File: src/hw/rtl/bds_pkg.sv
// Shared types and constants for the 2x2 box downscaler.
`timescale 1ns / 1ps
`default_nettype none

package bds_pkg;

	// Image geometry limits.
	localparam int MAX_WIDTH  = 4096;
	localparam int LINE_DEPTH = (MAX_WIDTH + 1) / 2;
	localparam int IDX_W      = $clog2(LINE_DEPTH);
	localparam int COL_W      = $clog2(MAX_WIDTH);
	localparam int DIM_W      = 13;
	localparam int PIX_W      = 8;
	localparam int PAIR_W     = PIX_W + 1;

	// Command queue depth between front and back.
	localparam int Q_DEPTH    = 4;
	localparam int Q_PTR_W    = $clog2(Q_DEPTH);

	// Configuration register indexes.
	localparam int CFG_IDX_W  = 1;
	localparam logic [CFG_IDX_W-1:0] REG_IMAGE_WIDTH  = 1'd0;
	localparam logic [CFG_IDX_W-1:0] REG_IMAGE_HEIGHT = 1'd1;

	// Reset values of the configuration registers.
	localparam logic [DIM_W-1:0] WIDTH_RESET  = 13'd640;
	localparam logic [DIM_W-1:0] HEIGHT_RESET = 13'd480;

	// What the back end does with one pair sum.
	typedef enum logic {
		CMD_STORE = 1'b0,
		CMD_EMIT  = 1'b1
	} cmd_kind_t;

	// One command from the front end to the back end.
	typedef struct packed {
		cmd_kind_t          kind;
		logic [IDX_W-1:0]   idx;
		logic [PAIR_W-1:0]  pair;
		logic               row_end;
		logic               frame_end;
	} cmd_t;

endpackage

`default_nettype wire

File: src/hw/rtl/bds_queue.sv
// Short command queue decoupling the front end from the back end.
`timescale 1ns / 1ps
`default_nettype none

module bds_queue
	import bds_pkg::*;
(
	input  wire logic  clk,
	input  wire logic  arst_n,
	input  wire logic  push_valid,
	output logic       push_ready,
	input  wire cmd_t  push_cmd,
	output logic       pop_valid,
	input  wire logic  pop_ready,
	output cmd_t       pop_cmd
);

	cmd_t                 entry_q [Q_DEPTH];
	logic [Q_PTR_W-1:0]   wr_ptr_q;
	logic [Q_PTR_W-1:0]   rd_ptr_q;
	logic [Q_PTR_W:0]     count_q;
	logic                 do_push;
	logic                 do_pop;

	assign push_ready = count_q != (Q_PTR_W+1)'(Q_DEPTH);
	assign pop_valid  = count_q != '0;
	assign pop_cmd    = entry_q[rd_ptr_q];
	assign do_push    = push_valid && push_ready;
	assign do_pop     = pop_valid && pop_ready;

	// Entry storage.
	always_ff @(posedge clk) begin
		if (do_push) begin
			entry_q[wr_ptr_q] <= push_cmd;
		end
	end

	// Pointers and fill count.
	always_ff @(posedge clk or negedge arst_n) begin
		if (!arst_n) begin
			wr_ptr_q <= '0;
			rd_ptr_q <= '0;
			count_q  <= '0;
		end else begin
			if (do_push) begin
				wr_ptr_q <= wr_ptr_q + Q_PTR_W'(1);
			end
			if (do_pop) begin
				rd_ptr_q <= rd_ptr_q + Q_PTR_W'(1);
			end
			count_q <= count_q + (Q_PTR_W+1)'(do_push) - (Q_PTR_W+1)'(do_pop);
		end
	end

	assert property (@(posedge clk) disable iff (!arst_n)
		count_q <= (Q_PTR_W+1)'(Q_DEPTH))
		else $error("queue count beyond depth");

	assert property (@(posedge clk) disable iff (!arst_n)
		(do_push && !do_pop) |=> (count_q == $past(count_q) + (Q_PTR_W+1)'(1)))
		else $error("queue count missed a push");

endmodule

`default_nettype wire

File: config.mk
export PLATFORM = sky130hd
export DESIGN_NAME = bds_queue
export DESIGN_NICKNAME = d
export VERILOG_FILES = /design/src/hw/rtl/bds_pkg.sv /design/src/hw/rtl/bds_queue.sv
export SDC_FILE = /design/constraint.sdc
export NUM_CORES = 1
export LEC_CHECK = 0
export ABC_AREA = 0
export BUFFER_PORTS_ARGS = -buffer_cell sky130_fd_sc_hd__buf_2
export CAP_MARGIN = 10
export CORE_MARGIN = 4
export CORE_UTILIZATION = 50
export CTS_BUF_LIST = sky130_fd_sc_hd__clkbuf_2
export DETAILED_ROUTE_END_ITERATION = 10
export GPL_ROUTABILITY_DRIVEN = 0
export GPL_TIMING_DRIVEN = 1
export MAX_ROUTING_LAYER = met4
export PLACE_DENSITY = 0.82
export SYNTH_ARGS = -nofsm -noshare
export SYNTH_HDL_FRONTEND = slang
export SYNTH_SLANG_ARGS = --single-unit
File: constraint.sdc
create_clock -name clk -period 3.49 [get_ports clk]
set_input_delay 0.349 -clock clk [delete_from_list [all_inputs] [get_ports clk]]
set_output_delay 0.349 -clock clk [all_outputs]
set_load 0.05 [all_outputs]
== Yosys cells after proc, flatten, opt, wreduce, memory -nomap -nowiden ==
Memory sizes are Yosys's and may differ from the RTL's.
Index checks and enable logic that the tools add are counted.

* Reductions and logical operators: 3
* Multiplexer cells: 2
* Equality and inequality tests: 1
* $add $sub $neg: 4

{| class="wikitable"
|+ Operators by type and width
! cell !! count
|-
| $add 2x1->2 const B || 2
|-
| $add 3x1->3 || 1
|-
| $ne 3x3->1 const B || 1
|-
| $reduce_bool 3->1 || 1
|-
| $sub 3x1->3 || 1
|-
| $logic_and 1x1->1 || 2
|-
| $mux 1 || 2
|}

* Memory bits (writable): 92
* Output and inout port bits: 25
* Input bits: 27
* Bits in registers: 7
* Memories kept: 1
* Word-level logic and storage cells: 14

{| class="wikitable"
|+ Memory list
! memory !! words !! width !! read ports !! clocked after memory_dff !! write ports !! line !! RTL
|-
| entry_q || 4 || 23 || 1 || 0 || 1 || bds_queue.sv:18 || <nowiki>cmd_t entry_q [Q_DEPTH];</nowiki>
|}

== Longest topological paths before layout ==
* Depth in word-level cells: 4
* Gate-level depth with buffers: 9
* Mapped depth without buffers: 9

== Least setup slack after synthesis ==
Ideal clock, no wire load.

* Path kind: flip-flop to flip-flop
* Start: register count_q[1]
* End: register count_q[2]
* Arrival time: 1.970 ns
* Clock period less this slack: 2.099 ns
* Slack: 1.391 ns
* Data required time: 3.361 ns
* Stages on the path, launching flop included: 10
* Path buffers: 0
* Setup time: 0.129 ns
* Path through: dfrtp_1 nor3b_2 nand2b_1 ha_1 inv_1 ha_1 inv_1 fa_1 xnor2_1 xnor2_1

* Word-level cells in the longest chain between the ends: 4
* Elaborated cells between the ends (all ways): 6
* Classes of those cells: add/sub: 2; eq/ne: 1; reduce/logical: 3

{| class="wikitable"
|+ Ends and longest elaborated chain
! what !! line !! RTL
|-
| from (decl) || bds_queue.sv:21 || <nowiki>logic [Q_PTR_W:0] count_q;</nowiki>
|-
| from (signal assigned) || bds_queue.sv:51 || <nowiki>count_q <= count_q + (Q_PTR_W+1)'(do_push) - (Q_PTR_W+1)'(do_pop);</nowiki>
|-
| $ne 3x3->1 || bds_queue.sv:25 || <nowiki>assign push_ready = count_q != (Q_PTR_W+1)'(Q_DEPTH);</nowiki>
|-
| $logic_and 1x1->1 || bds_queue.sv:28 || <nowiki>assign do_push = push_valid && push_ready;</nowiki>
|-
| $add 3x1->3 || bds_queue.sv:51 ||
|-
| $sub 3x1->3 * || bds_queue.sv:51 ||
|}

Mark *: on every way between the ends. The rest lies on a longest branch, timed or not.
A chain may end at the register's enable or synchronous reset.

==> results.py <==
metrics = {
    "outcome": {
        "outcome": "complete, no violations",
    },
    "route": {
        "drtIter0Drc": 111,
        "antenna_left": 0,
        "drc": 0,
        "wl_um": 6050,
        "drt_pass1_iterations": 4,
        "wire_per_inst_um": 17.9,
        "via_per_inst": 5.29,
        "vias": 1782,
    },
    "setup_path": {
        "crit_end": "pop_cmd[1]",
        "arrival_ps": 2300,
        "reg2regPathDepth": 9,
        "rr_endpoint": "count_q[2]",
        "reg2reg_slack_ps": 1200,
        "worst_path_largest_cell_delay_ps": 930,
        "critPathKind": "flop to output port",
        "worstSetupEndpointType": "output port",
        "path_cells": "mux4_1 -> buf_2",
        "slowest_stage": "dfrtp_2",
        "cp-startpoint": "rd_ptr_q[0]",
        "r2r_start": "count_q[1]",
        "critical_path.max_fanout": 25,
        "worstPathRequired_ps": 3140,
        "start_kind": "flop",
    },
    "synth": {
        "seq_area_frac_synth": 0.767,
        "synth_top_area_share": 0.721,
        "synth_area_leaders": "edfxtp_1 72%, mux4_2 11%, dfrtp_1 4.6%",
        "ys_ff_latch": 99,
        "synth_area_um2": 3830,
        "ys_types": 21,
        "avgSynthCellArea_um2": 23.6,
        "yosysWarnings": 0,
        "yosysTopAreaCell": "edfxtp_1",
        "syn-num-nets": 196,
        "synth_cells": 162,
    },
    "cells_and_area": {
        "mostFrequentLayoutCell": "edfxtp_1",
        "area_growth_pct": 14.9,
        "fillers": 525,
        "drive_gt1_frac": 0.382,
        "final_nets": 268,
        "most-common-layout-cells": "92 x edfxtp_1, 51 x buf_2, 18 x mux4_2",
        "fin_util": 0.600,
        "antenna_cells": 0,
    },
    "floorplanning": {
        "coreArea_um2": 7330,
        "fp.dieW_um": 95.5,
        "chipHeight_um": 95.5,
        "start_util": 0.523,
        "rows": 31,
        "die_area_um2": 9130,
        "ios": 52,
    },
    "cts": {
        "cts-root-buf": "clkbuf_2",
        "cts_buffer_depth": 2,
        "postCtsResizedCells": 0,
        "clock-sinks": 99,
        "cts_tree": "done",
        "clk_pin_slew_ps": 240,
        "htreeDepth": 3,
        "clkLatencyLatePin_ps": 510,
        "cts_setup_buffers": 0,
        "cts_buffers": 9,
    },
    "timing": {
        "min_period_over_period": 0.758,
        "rsz0062_at_grt": "no",
        "slew_headroom": 0.471,
        "fmax_ghz": 0.378,
        "hold_violations": 0,
        "tightest_slew_ps": 793,
        "fin_crit_ps": 2650,
        "worst_hold_slack_ps": 47.2,
        "setup_viol": 0,
        "drv_slew": 0,
        "skew_ps": 28.6,
        "setup-tns-final_ps": 0,
    },
    "hold_path": {
        "hold_class": "input pin to flop",
        "hold_path_depth": 1,
    },
    "pwr": {
        "ir_worst_vdd_uv": 494,
        "power.density_nw_per_um2": 876,
        "p_leak_nw": 1.57,
    },
    "placed_design": {
        "dpl.hpwl_um": 3980,
        "port_buffers": 51,
    },
    "global_routing": {
        "track_usage": 0.148,
        "gr-total-overflow": 0,
        "grt_pass1_wl_um": 9480,
        "grt_pass1_vias": 1859,
        "antenna_found_initial": 0,
        "grt_start_max_net_pins": 26,
    },
    "run": {
        "drv_cap": 0,
    },
}
## repair_timing
item	4_1_cts	5_1_grt
hold buffers	9	2
endpoints found under the hold margin	32	8
endpoints found under the setup margin	0	0
## cell type report
class,count,area (um2),area share
inverters,6,22.5,0.00512
clock inverters,4,52.6,0.0119
clock buffers,11,55.1,0.0125
repair buffers,67,403,0.0916
well taps,99,124,0.0281
multi-input cells,51,805,0.183
flip-flops and latches,99,2940,0.668
## routing by layer
| metal | up-vias | track usage | wire, um |
|---|---|---|---|
| li1 | 814 | - | - |
| met1 | 907 | 0.185 | 2570 |
| met2 | 50 | 0.240 | 3090 |
| met5 | - | - | 0 |
| met4 | 0 | 0.0604 | 95 |
| met3 | 11 | 0.0260 | 292 |
## synth_stat cells (all sizes together)
master,n
nor3b,1
ha,6
o31a,1
mux4,23
o311ai,1
nand4bb,2
xnor2,3
inv,6
edfxtp,92
buf,6
xor2,1
or3,1
o211ai,2
nand2,1
and3b,4
fa,1
dfrtp,7
nand2b,4
## through the flow
stage	instance area [um2]	power (mW)	std cells	setup slack [ps]
after floorplan	3830	3.08	162	1390
after global placement	4180	3.36	311	1290
after detailed placement	4180	3.40	311	1210
after CTS	4380	3.90	335	744
after global routing	4400	4.03	337	673
final	4400	3.85	337	844
## report_power, final
group / leakage (nW) / internal (mW) / switching (mW) / total [mW]
Clock: 0.0720 / 0.170 / 0.335 / 0.505
Combinational: 0.578 / 0.534 / 1.06 / 1.59
Sequential: 0.924 / 1.57 / 0.183 / 1.75
Total: 1.57 / 2.27 / 1.58 / 3.85
## registers in the layout, summed over array words and instances, names as in the netlist
register and cells:
count_q 3, entry_q 92, rd_ptr_q 2, wr_ptr_q 2
## critical path, delay by kind of cell (launching register included)
kind	cells	cell delay, ps
DFF	1	930
muxes	1	650
buffers and inverters	1	230
## worst min path at each step
stage / start / end
finish: push_cmd[4] / entry_q[1][4]
global route: push_cmd[4] / entry_q[0][4]
CTS: push_cmd[18] / entry_q[3][18]
detailed placement: arst_n / count_q[0]
global placement: arst_n / wr_ptr_q[1]
floorplan: arst_n / count_q[0]
## cell families (layout without fill, tap and decap cells)
family                     Yosys count  in the layout  share of synthesized area
and+or+nand+nor                     13             13                     0.0274
AOI/OAI and AO/OA                    4              4                    0.00849
adders and majority gates            7              7                     0.0248
xor gates and xnor gates             4              4                    0.00915
buffers and inverters               12             88                     0.0232
DFF                                 99             99                      0.767
muxes                               23             23                      0.140
Note: power is estimated with default switching activity, not from simulation.
