--- config.mk ---
export PLATFORM = sky130hd
export DESIGN_NAME = bds_front
export DESIGN_NICKNAME = d
export VERILOG_FILES = /design/src/hw/rtl/bds_pkg.sv /design/src/hw/rtl/bds_front.sv
export SDC_FILE = /design/constraint.sdc
export NUM_CORES = 1
export LEC_CHECK = 0
export ABC_AREA = 0
export BUFFER_PORTS_ARGS = -buffer_cell sky130_fd_sc_hd__buf_2
export CELL_PAD_IN_SITES_DETAIL_PLACEMENT = 2
export CELL_PAD_IN_SITES_GLOBAL_PLACEMENT = 2
export CORE_AREA = 2 2 116 118
export CTS_CLUSTER_SIZE = 40
export DETAILED_ROUTE_END_ITERATION = 8
export DIE_AREA = 0 0 118 120
export PLACE_DENSITY = 0.84
export SETUP_SLACK_MARGIN = 0.15
export SYNTH_ARGS = -nofsm -noshare
export SYNTH_HDL_FRONTEND = slang
export SYNTH_SLANG_ARGS = --single-unit
export TNS_END_PERCENT = 30
--- constraint.sdc ---
create_clock -name clk -period 9.7 [get_ports clk]
set_clock_uncertainty 0.1 [all_clocks]
set_input_delay 0.97 -clock clk [delete_from_list [all_inputs] [get_ports clk]]
set_output_delay 0.97 -clock clk [all_outputs]
set_load 0.01 [all_outputs]
--- src/hw/rtl/bds_pkg.sv ---
// Shared types and constants for the 2x2 box downscaler.
`timescale 1ns / 1ps
`default_nettype none

package bds_pkg;

	// Image geometry limits.
	localparam int MAX_WIDTH  = 4096;
	localparam int LINE_DEPTH = (MAX_WIDTH + 1) / 2;
	localparam int IDX_W      = $clog2(LINE_DEPTH);
	localparam int COL_W      = $clog2(MAX_WIDTH);
	localparam int DIM_W      = 13;
	localparam int PIX_W      = 8;
	localparam int PAIR_W     = PIX_W + 1;

	// Command queue depth between front and back.
	localparam int Q_DEPTH    = 4;
	localparam int Q_PTR_W    = $clog2(Q_DEPTH);

	// Configuration register indexes.
	localparam int CFG_IDX_W  = 1;
	localparam logic [CFG_IDX_W-1:0] REG_IMAGE_WIDTH  = 1'd0;
	localparam logic [CFG_IDX_W-1:0] REG_IMAGE_HEIGHT = 1'd1;

	// Reset values of the configuration registers.
	localparam logic [DIM_W-1:0] WIDTH_RESET  = 13'd640;
	localparam logic [DIM_W-1:0] HEIGHT_RESET = 13'd480;

	// What the back end does with one pair sum.
	typedef enum logic {
		CMD_STORE = 1'b0,
		CMD_EMIT  = 1'b1
	} cmd_kind_t;

	// One command from the front end to the back end.
	typedef struct packed {
		cmd_kind_t          kind;
		logic [IDX_W-1:0]   idx;
		logic [PAIR_W-1:0]  pair;
		logic               row_end;
		logic               frame_end;
	} cmd_t;

endpackage

`default_nettype wire

--- src/hw/rtl/bds_front.sv ---
// Front end: tracks the pixel position, forms pair sums and issues line commands.
`timescale 1ns / 1ps
`default_nettype none

module bds_front
	import bds_pkg::*;
(
	input  wire logic                 clk,
	input  wire logic                 arst_n,
	input  wire logic                 s_tvalid,
	output logic                      s_tready,
	input  wire logic [PIX_W-1:0]     s_tdata,   // [7:0] pixel_in
	input  wire logic [DIM_W-1:0]     image_width,
	input  wire logic [DIM_W-1:0]     image_height,
	output logic                      push_valid,
	input  wire logic                 push_ready,
	output cmd_t                      push_cmd
);

	logic [COL_W-1:0]  col_q;
	logic [DIM_W-1:0]  row_q;
	logic [PIX_W-1:0]  held_q;

	logic [DIM_W-1:0]  ew;
	logic [DIM_W-1:0]  eh;
	logic [COL_W-1:0]  c;
	logic [DIM_W-1:0]  r;
	logic [DIM_W-1:0]  c_inc;
	logic [DIM_W:0]    r_inc;
	logic [DIM_W:0]    c_plus3;
	logic [DIM_W:0]    r_plus3;
	logic              accept;
	logic              re;

	// Effective geometry: width clamps to one and to the line length, height to one.
	always_comb begin
		if (image_width == '0) begin
			ew = DIM_W'(1);
		end else if (image_width > DIM_W'(MAX_WIDTH)) begin
			ew = DIM_W'(MAX_WIDTH);
		end else begin
			ew = image_width;
		end
		eh = (image_height == '0) ? DIM_W'(1) : image_height;
	end

	// Current position, restarted if the geometry shrank under the counters.
	assign c = ({1'b0, col_q} >= ew) ? '0 : col_q;
	assign r = (row_q >= eh) ? '0 : row_q;

	assign c_inc   = {1'b0, c} + DIM_W'(1);
	assign r_inc   = {1'b0, r} + (DIM_W+1)'(1);
	assign c_plus3 = {2'b00, c} + (DIM_W+1)'(3);
	assign r_plus3 = {1'b0, r} + (DIM_W+1)'(3);

	assign accept   = s_tvalid && s_tready;
	assign s_tready = push_ready;
	assign re       = c_plus3 > {1'b0, ew};

	// A command goes out on every odd column: store on even rows, emit on odd rows.
	always_comb begin
		push_valid         = accept && c[0];
		push_cmd.kind      = r[0] ? CMD_EMIT : CMD_STORE;
		push_cmd.idx       = c[COL_W-1:1];
		push_cmd.pair      = {1'b0, held_q} + {1'b0, s_tdata};
		push_cmd.row_end   = re;
		push_cmd.frame_end = re && (r_plus3 > {1'b0, eh});
	end

	// Position counters and the left pixel of the current pair.
	always_ff @(posedge clk or negedge arst_n) begin
		if (!arst_n) begin
			col_q  <= '0;
			row_q  <= '0;
			held_q <= '0;
		end else if (accept) begin
			if (!c[0]) begin
				held_q <= s_tdata;
			end
			if (c_inc >= ew) begin
				col_q <= '0;
				row_q <= (r_inc >= {1'b0, eh}) ? '0 : r_inc[DIM_W-1:0];
			end else begin
				col_q <= c_inc[COL_W-1:0];
				row_q <= r;
			end
		end
	end

	// An issued command always lands in the queue.
	assert property (@(posedge clk) disable iff (!arst_n)
		push_valid |-> push_ready)
		else $error("front issued a command while the queue was full");

endmodule

`default_nettype wire

**Word-level counts from Yosys, hierarchy flattened**

Cells that the tools add are included.

- Add/subtract/negate cells: 5
- Magnitude comparators: 7
- Mux-type cells: 9
- Bitwise operators: 1
- Reduce and logical (&&, ||, !) cells: 6

Operators with widths:

| operator | count |
|---|---|
| $mux W13 | 6 |
| $ge A13 B13 Y1 | 2 |
| $logic_not A13 Y1 | 2 |
| $mux W12 | 2 |
| $add A13 B1 Y14 const B | 1 |
| $add A13 B2 Y14 const B | 1 |
| $ge A14 B13 Y1 | 1 |
| $gt A14 B13 Y1 | 1 |
| $add A12 B1 Y13 const B | 1 |
| $add A12 B2 Y13 const B | 1 |
| $ge A12 B13 Y1 | 1 |
| $gt A13 B13 Y1 | 1 |
| $gt A13 B13 Y1 const B | 1 |
| $add A8 B8 Y9 | 1 |
| $logic_and A1 B1 Y1 | 3 |
| $reduce_and A2 Y1 | 1 |
| $mux W1 | 1 |
| $not A1 Y1 | 1 |

- Flip-flop bits (word level): 33
- Output and inout bits: 25
- Word-level logic and storage cells: 31

**Logic depth before layout (Yosys ltp)**

- Depth after elaboration: 8
- Gate-level depth with buffers: 26

**Worst setup path after synthesis**

OpenSTA, ideal clock, no wires.

- Path kind: input-to-reg
- Start: in image_width[12]
- End: reg row_q[11]
- Setup time: 0.080 ns
- Arrival time: 5.931 ns
- Required time: 9.520 ns
- Path slack: 3.589 ns
- Cell stages on the path: 26
- Buffers on the path: 3
- Path through: inv_1 > clkbuf_1 > nand2_1 > ha_1 > nand4_1 > o21ai_0 > o211ai_1 > a311oi_1 > clkbuf_1 > nand2b_1 > inv_1 > ha_1 > nand3_1 > nor2_1 > nand3_1 > xnor2_1 > nor2_1 > ha_1 > nor2_1 > or3_1 > a311o_1 > and2_4 > or3_1 > buf_2 > or4_4 > o211ai_2

RTL lines:

| item | RTL line | source |
|---|---|---|
| from (decl) | bds_front.sv:13 | `input wire logic [DIM_W-1:0] image_width,` |
| to (signal assigned) | bds_front.sv:82 | `row_q <= (r_inc >= {1'b0, eh}) ? '0 : r_inc[DIM_W-1:0];` |
| to (signal assigned) | bds_front.sv:85 | `row_q <= r;` |
| to (decl) | bds_front.sv:21 | `logic [DIM_W-1:0] row_q;` |

**Final worst setup path**

- Start: in image_width[12]
- End: reg row_q[9]

- Cells in the longest elaborated chain, start to end: 8
- Elaborated cells between the ends (all ways): 9

Ends and longest elaborated chain:

| item | RTL line | source |
|---|---|---|
| $gt A13 B13 Y1 | bds_front.sv:39 | `end else if (image_width > DIM_W'(MAX_WIDTH)) begin` |
| $mux W13 | bds_front.sv:39 |  |
| $mux W13 * | bds_front.sv:37 | `if (image_width == '0) begin` |
| $ge A12 B13 Y1 | bds_front.sv:48 | `assign c = ({1'b0, col_q} >= ew) ? '0 : col_q;` |
| $mux W12 | bds_front.sv:48 |  |
| $add A12 B1 Y13 | bds_front.sv:51 | `assign c_inc = {1'b0, c} + DIM_W'(1);` |
| $ge A13 B13 Y1 * | bds_front.sv:80 | `if (c_inc >= ew) begin` |
| $mux W13 * | bds_front.sv:80 |  |

Every way passes the cells marked *; elsewhere a longest branch is shown, timed or not.
A chain may end at the register's enable or synchronous reset.

==> key figures <==
Status
  • Run status: finished, final reports clean

Cells and area
  • Nets@finish: roughly 770
  • Final instance area: between 5000 and 6000 sq um
  • Non-filler instance count after layout: between 800 and 900
  • Share of layout cells above drive strength 1: 14.1%
  • Fin util: slightly above 40%
  • Ant. Diodes: 0
  • Area growth syn-to-layout: 11.9%

Hold path
  • Hold/Removal Path Class: register to register
  • Min-delay src: held_q[5]$_DFFE_PN0P_

Routing
  • Vias per std cell: 5.73
  • Drt pass-1 iters: 4
  • Post-route ant nets: 0
  • DRC: 0
  • WL final: about 17 mm
  • Drt wl/cell: between 20 and 25 microns
  • Starting DRT DRC Count: between 150 and 200
  • Total number of vias: 4708

STA
  • Worst Max-Slew Pin Slew: between 0.7 and 0.8 ns
  • Final Hold Viols: 0
  • Final period utilization: approximately 72%
  • Setup TNS: 0 ns
  • Tmin final: just under 7 ns
  • RSZ-0062 raised after global routing: no
  • Max transition margin: 47.5%
  • Slew Viols, Final: 0
  • Final setup violation count: 0
  • Fmax: approximately 140 MHz

Synth
  • Post-Syn Area: ~4700 sq um
  • Asr flop ratio synth: 100%
  • Mapped Nets: 728
  • Most used DFF post-synth: dfrtp_1
  • Synth Warn #: 0
  • Post-synth top area cell: ha_1
  • Synth Instances: 602
  • Synth unique cells: 64
  • Share of Yosys cell area claimed by the top area cell type: between 20% and 30%
  • Synth Area per Inst: between 7 and 8 sq um
  • Top cells by area, synth: ha_1 23%, dfrtp_1 18%, nor2_1 6.0%
  • EDFF count, synth: 0
  • Post-synthesis sequential area ratio: between 15 and 20%
  • Synth Register Bits: 33

Worst setup path
  • Crit start category: primary input
  • Reg2Reg Setup Slack: 3.54 ns
  • Worst Path Required: 9.75 ns
  • Crit. End Element: register
  • CP arrival: 7.00 ns
  • Crit path from: image_width[12]
  • Kind of critical path: primary input to register
  • R2r startpoint: col_q[2]$_DFFE_PN0P_
  • Crit-path max FO: 13

Die
  • Area of the die: between 10000 and 15000 sq um
  • Std-Cell Core Area: 13000 sq um
  • Initial Util: 36.0%
  • Die width: ~120 microns
  • Core Rows: between 40 and 50
  • Die Y: between 100 and 150 microns
  • Io pins: 63

Clock tree
  • Clock Tree Buf Depth: 2
  • H-tree Lvls: 2
  • # Post-CTS Setup Buffers: 0
  • Clock latency on the worst-skew pair: approximately 0.28 ns
  • Post-cts resize count: 0
  • CTS buffer count: 5
  • Clock transition at the registers of the reported paths: 0.05 ns
  • Clock sinks: 33
  • CTS tree: done
  • Root Driver: clkbuf_16
  • Post-CTS Hold Buffers: 0

Job
  • Number of max-cap violations: 0

Power and ir drop
  • Peak supply drop: about 0.000094 V
  • Pleak: 2.49 nW
  • Cell Pwr Density: 216 nW/um^2

Global route
  • First-pass GRT wire length: between 20 and 30 mm
  • Vias in the first global route: about 5400
  • Total track usage: about a quarter
  • Grt ovf: 0
  • Largest net degree at the start of global routing: 34
  • Initial antenna violation count: 0

Placement
  • Placed Area: about 5100 sq um
  • Placed cells: roughly 800
  • I/O Buffers: 62
  • Final HPWL DP: 14.2 mm
  • Placer Congestion: 0.940
## critical path, cell delays in order
cell and delay, ns:
buf_2 0.13, inv_1 0.30, nand2_1 0.21, ha_1 0.33
o21ai_0 0.16, a21oi_1 0.06, o31ai_1 0.43, a311oi_4 0.29
nand2b_1 0.27, inv_1 0.17, ha_1 0.34, nand3_1 0.19
nor2_1 0.30, nand3_1 0.22, xnor2_1 0.20, nor2_1 0.07
ha_1 0.33, nor2_1 0.05, or3_1 0.38, a311o_1 0.44
nand2_1 0.38, o21ai_1 0.31, o21ai_0 0.35, o31ai_1 0.12
## metrics by stage
stage	hold WS [ns]	setup WS, ns	total power [W]
floorplan	0.385	3.59	0.000715
global placement	0.395	3.01	0.000915
detailed placement	0.406	2.58	0.000978
CTS	0.418	2.79	0.00114
global route	0.440	2.25	0.00123
finish	0.413	2.75	0.00113
## layout by cell type (no fill, tap or decap), types with 2 or more instances in the layout
master	count
a211o_1	2
a211oi_1	6
a21o_1	6
a21oi_1	24
a221oi_1	2
a31oi_1	2
and3_1	4
and4_1	2
buf_2	62
buf_4	2
clkbuf_16	5
dfrtp_1	33
ha_1	87
inv_1	44
mux2_2	8
mux2i_1	2
nand2_1	47
nand2b_1	7
nand3_1	26
nand4_1	13
nor2_1	75
nor2_2	2
nor2b_1	13
nor3_1	15
nor4_1	7
nor4b_1	2
o211ai_1	3
o21a_1	7
o21ai_0	41
o21ai_1	2
o21bai_1	3
o22ai_1	2
o31ai_1	12
o41ai_1	2
or3_1	6
xnor2_1	31
xor2_1	14
## synth_stat cells, types with 4 or more instances
library cell	instances
xor2_1	14
nor2b_1	13
a21oi_1	24
o31ai_1	12
dfrtp_1	33
nand3_1	26
a21o_1	6
nand4_1	13
and3_1	4
nor4_1	7
nand2_1	47
xnor2_1	31
inv_1	44
clkbuf_1	15
nor3_1	15
o21a_1	7
nand2b_1	7
o21ai_0	41
or3_1	6
nor2_1	75
ha_1	87
a211oi_1	6
mux2_2	8
## sequential cells by signal (all words and copies together), names as in the netlist
name,flops
col_q,12
held_q,8
row_q,13
## cells by family after synthesis
logic type / synth area share, %
simple gates: 23.0
fa+ha+maj: 23.7
flops: 17.7
buf+inv: 6.46
mux: 2.36
compound gates: 18.3
xor+xnor: 8.44
## layout make-up
class	instances	area (sq um)
timing repair buffer	64	325
fill	1565	7750
tap	176	220
sequential	33	826
clock buffer	5	125
clock inverter	1	5.00
inverter	44	165
multi-input combinational	498	3560
## routing by layer
layer | global-route usage, % | share of wire [%] | vias to the layer above
met3 | 1.85 | 1.9 | 49
met5 | 0 | 0 | -
met2 | 49.3 | 54 | 88
met4 | 12.3 | 4.6 | 0
li1 | - | - | 2226
met1 | 26.5 | 39 | 2345
## power breakdown
| group | internal, W | leakage (nW) | switching (W) |
|---|---|---|---|
| sequential | 0.000176 | 0.425 | 0.0000701 |
| combinational | 0.000303 | 2.00 | 0.000433 |
| clock | 0.0000916 | 0.0655 | 0.0000575 |
| total | 0.000570 | 2.49 | 0.000561 |
## final timing paths
check                                             end  cells after the start
worst min register to register  held_q[5]$_DFFE_PN0P_                      1
worst max-delay path             row_q[9]$_DFFE_PN0P_                     24
worst min-delay path            held_q[5]$_DFFE_PN0P_                      1
min in group asynchronous       held_q[7]$_DFFE_PN0P_                      1
worst max register to register   row_q[9]$_DFFE_PN0P_                     21
max in group asynchronous       row_q[10]$_DFFE_PN0P_                      1
Power figures use the tool's default switching activity.
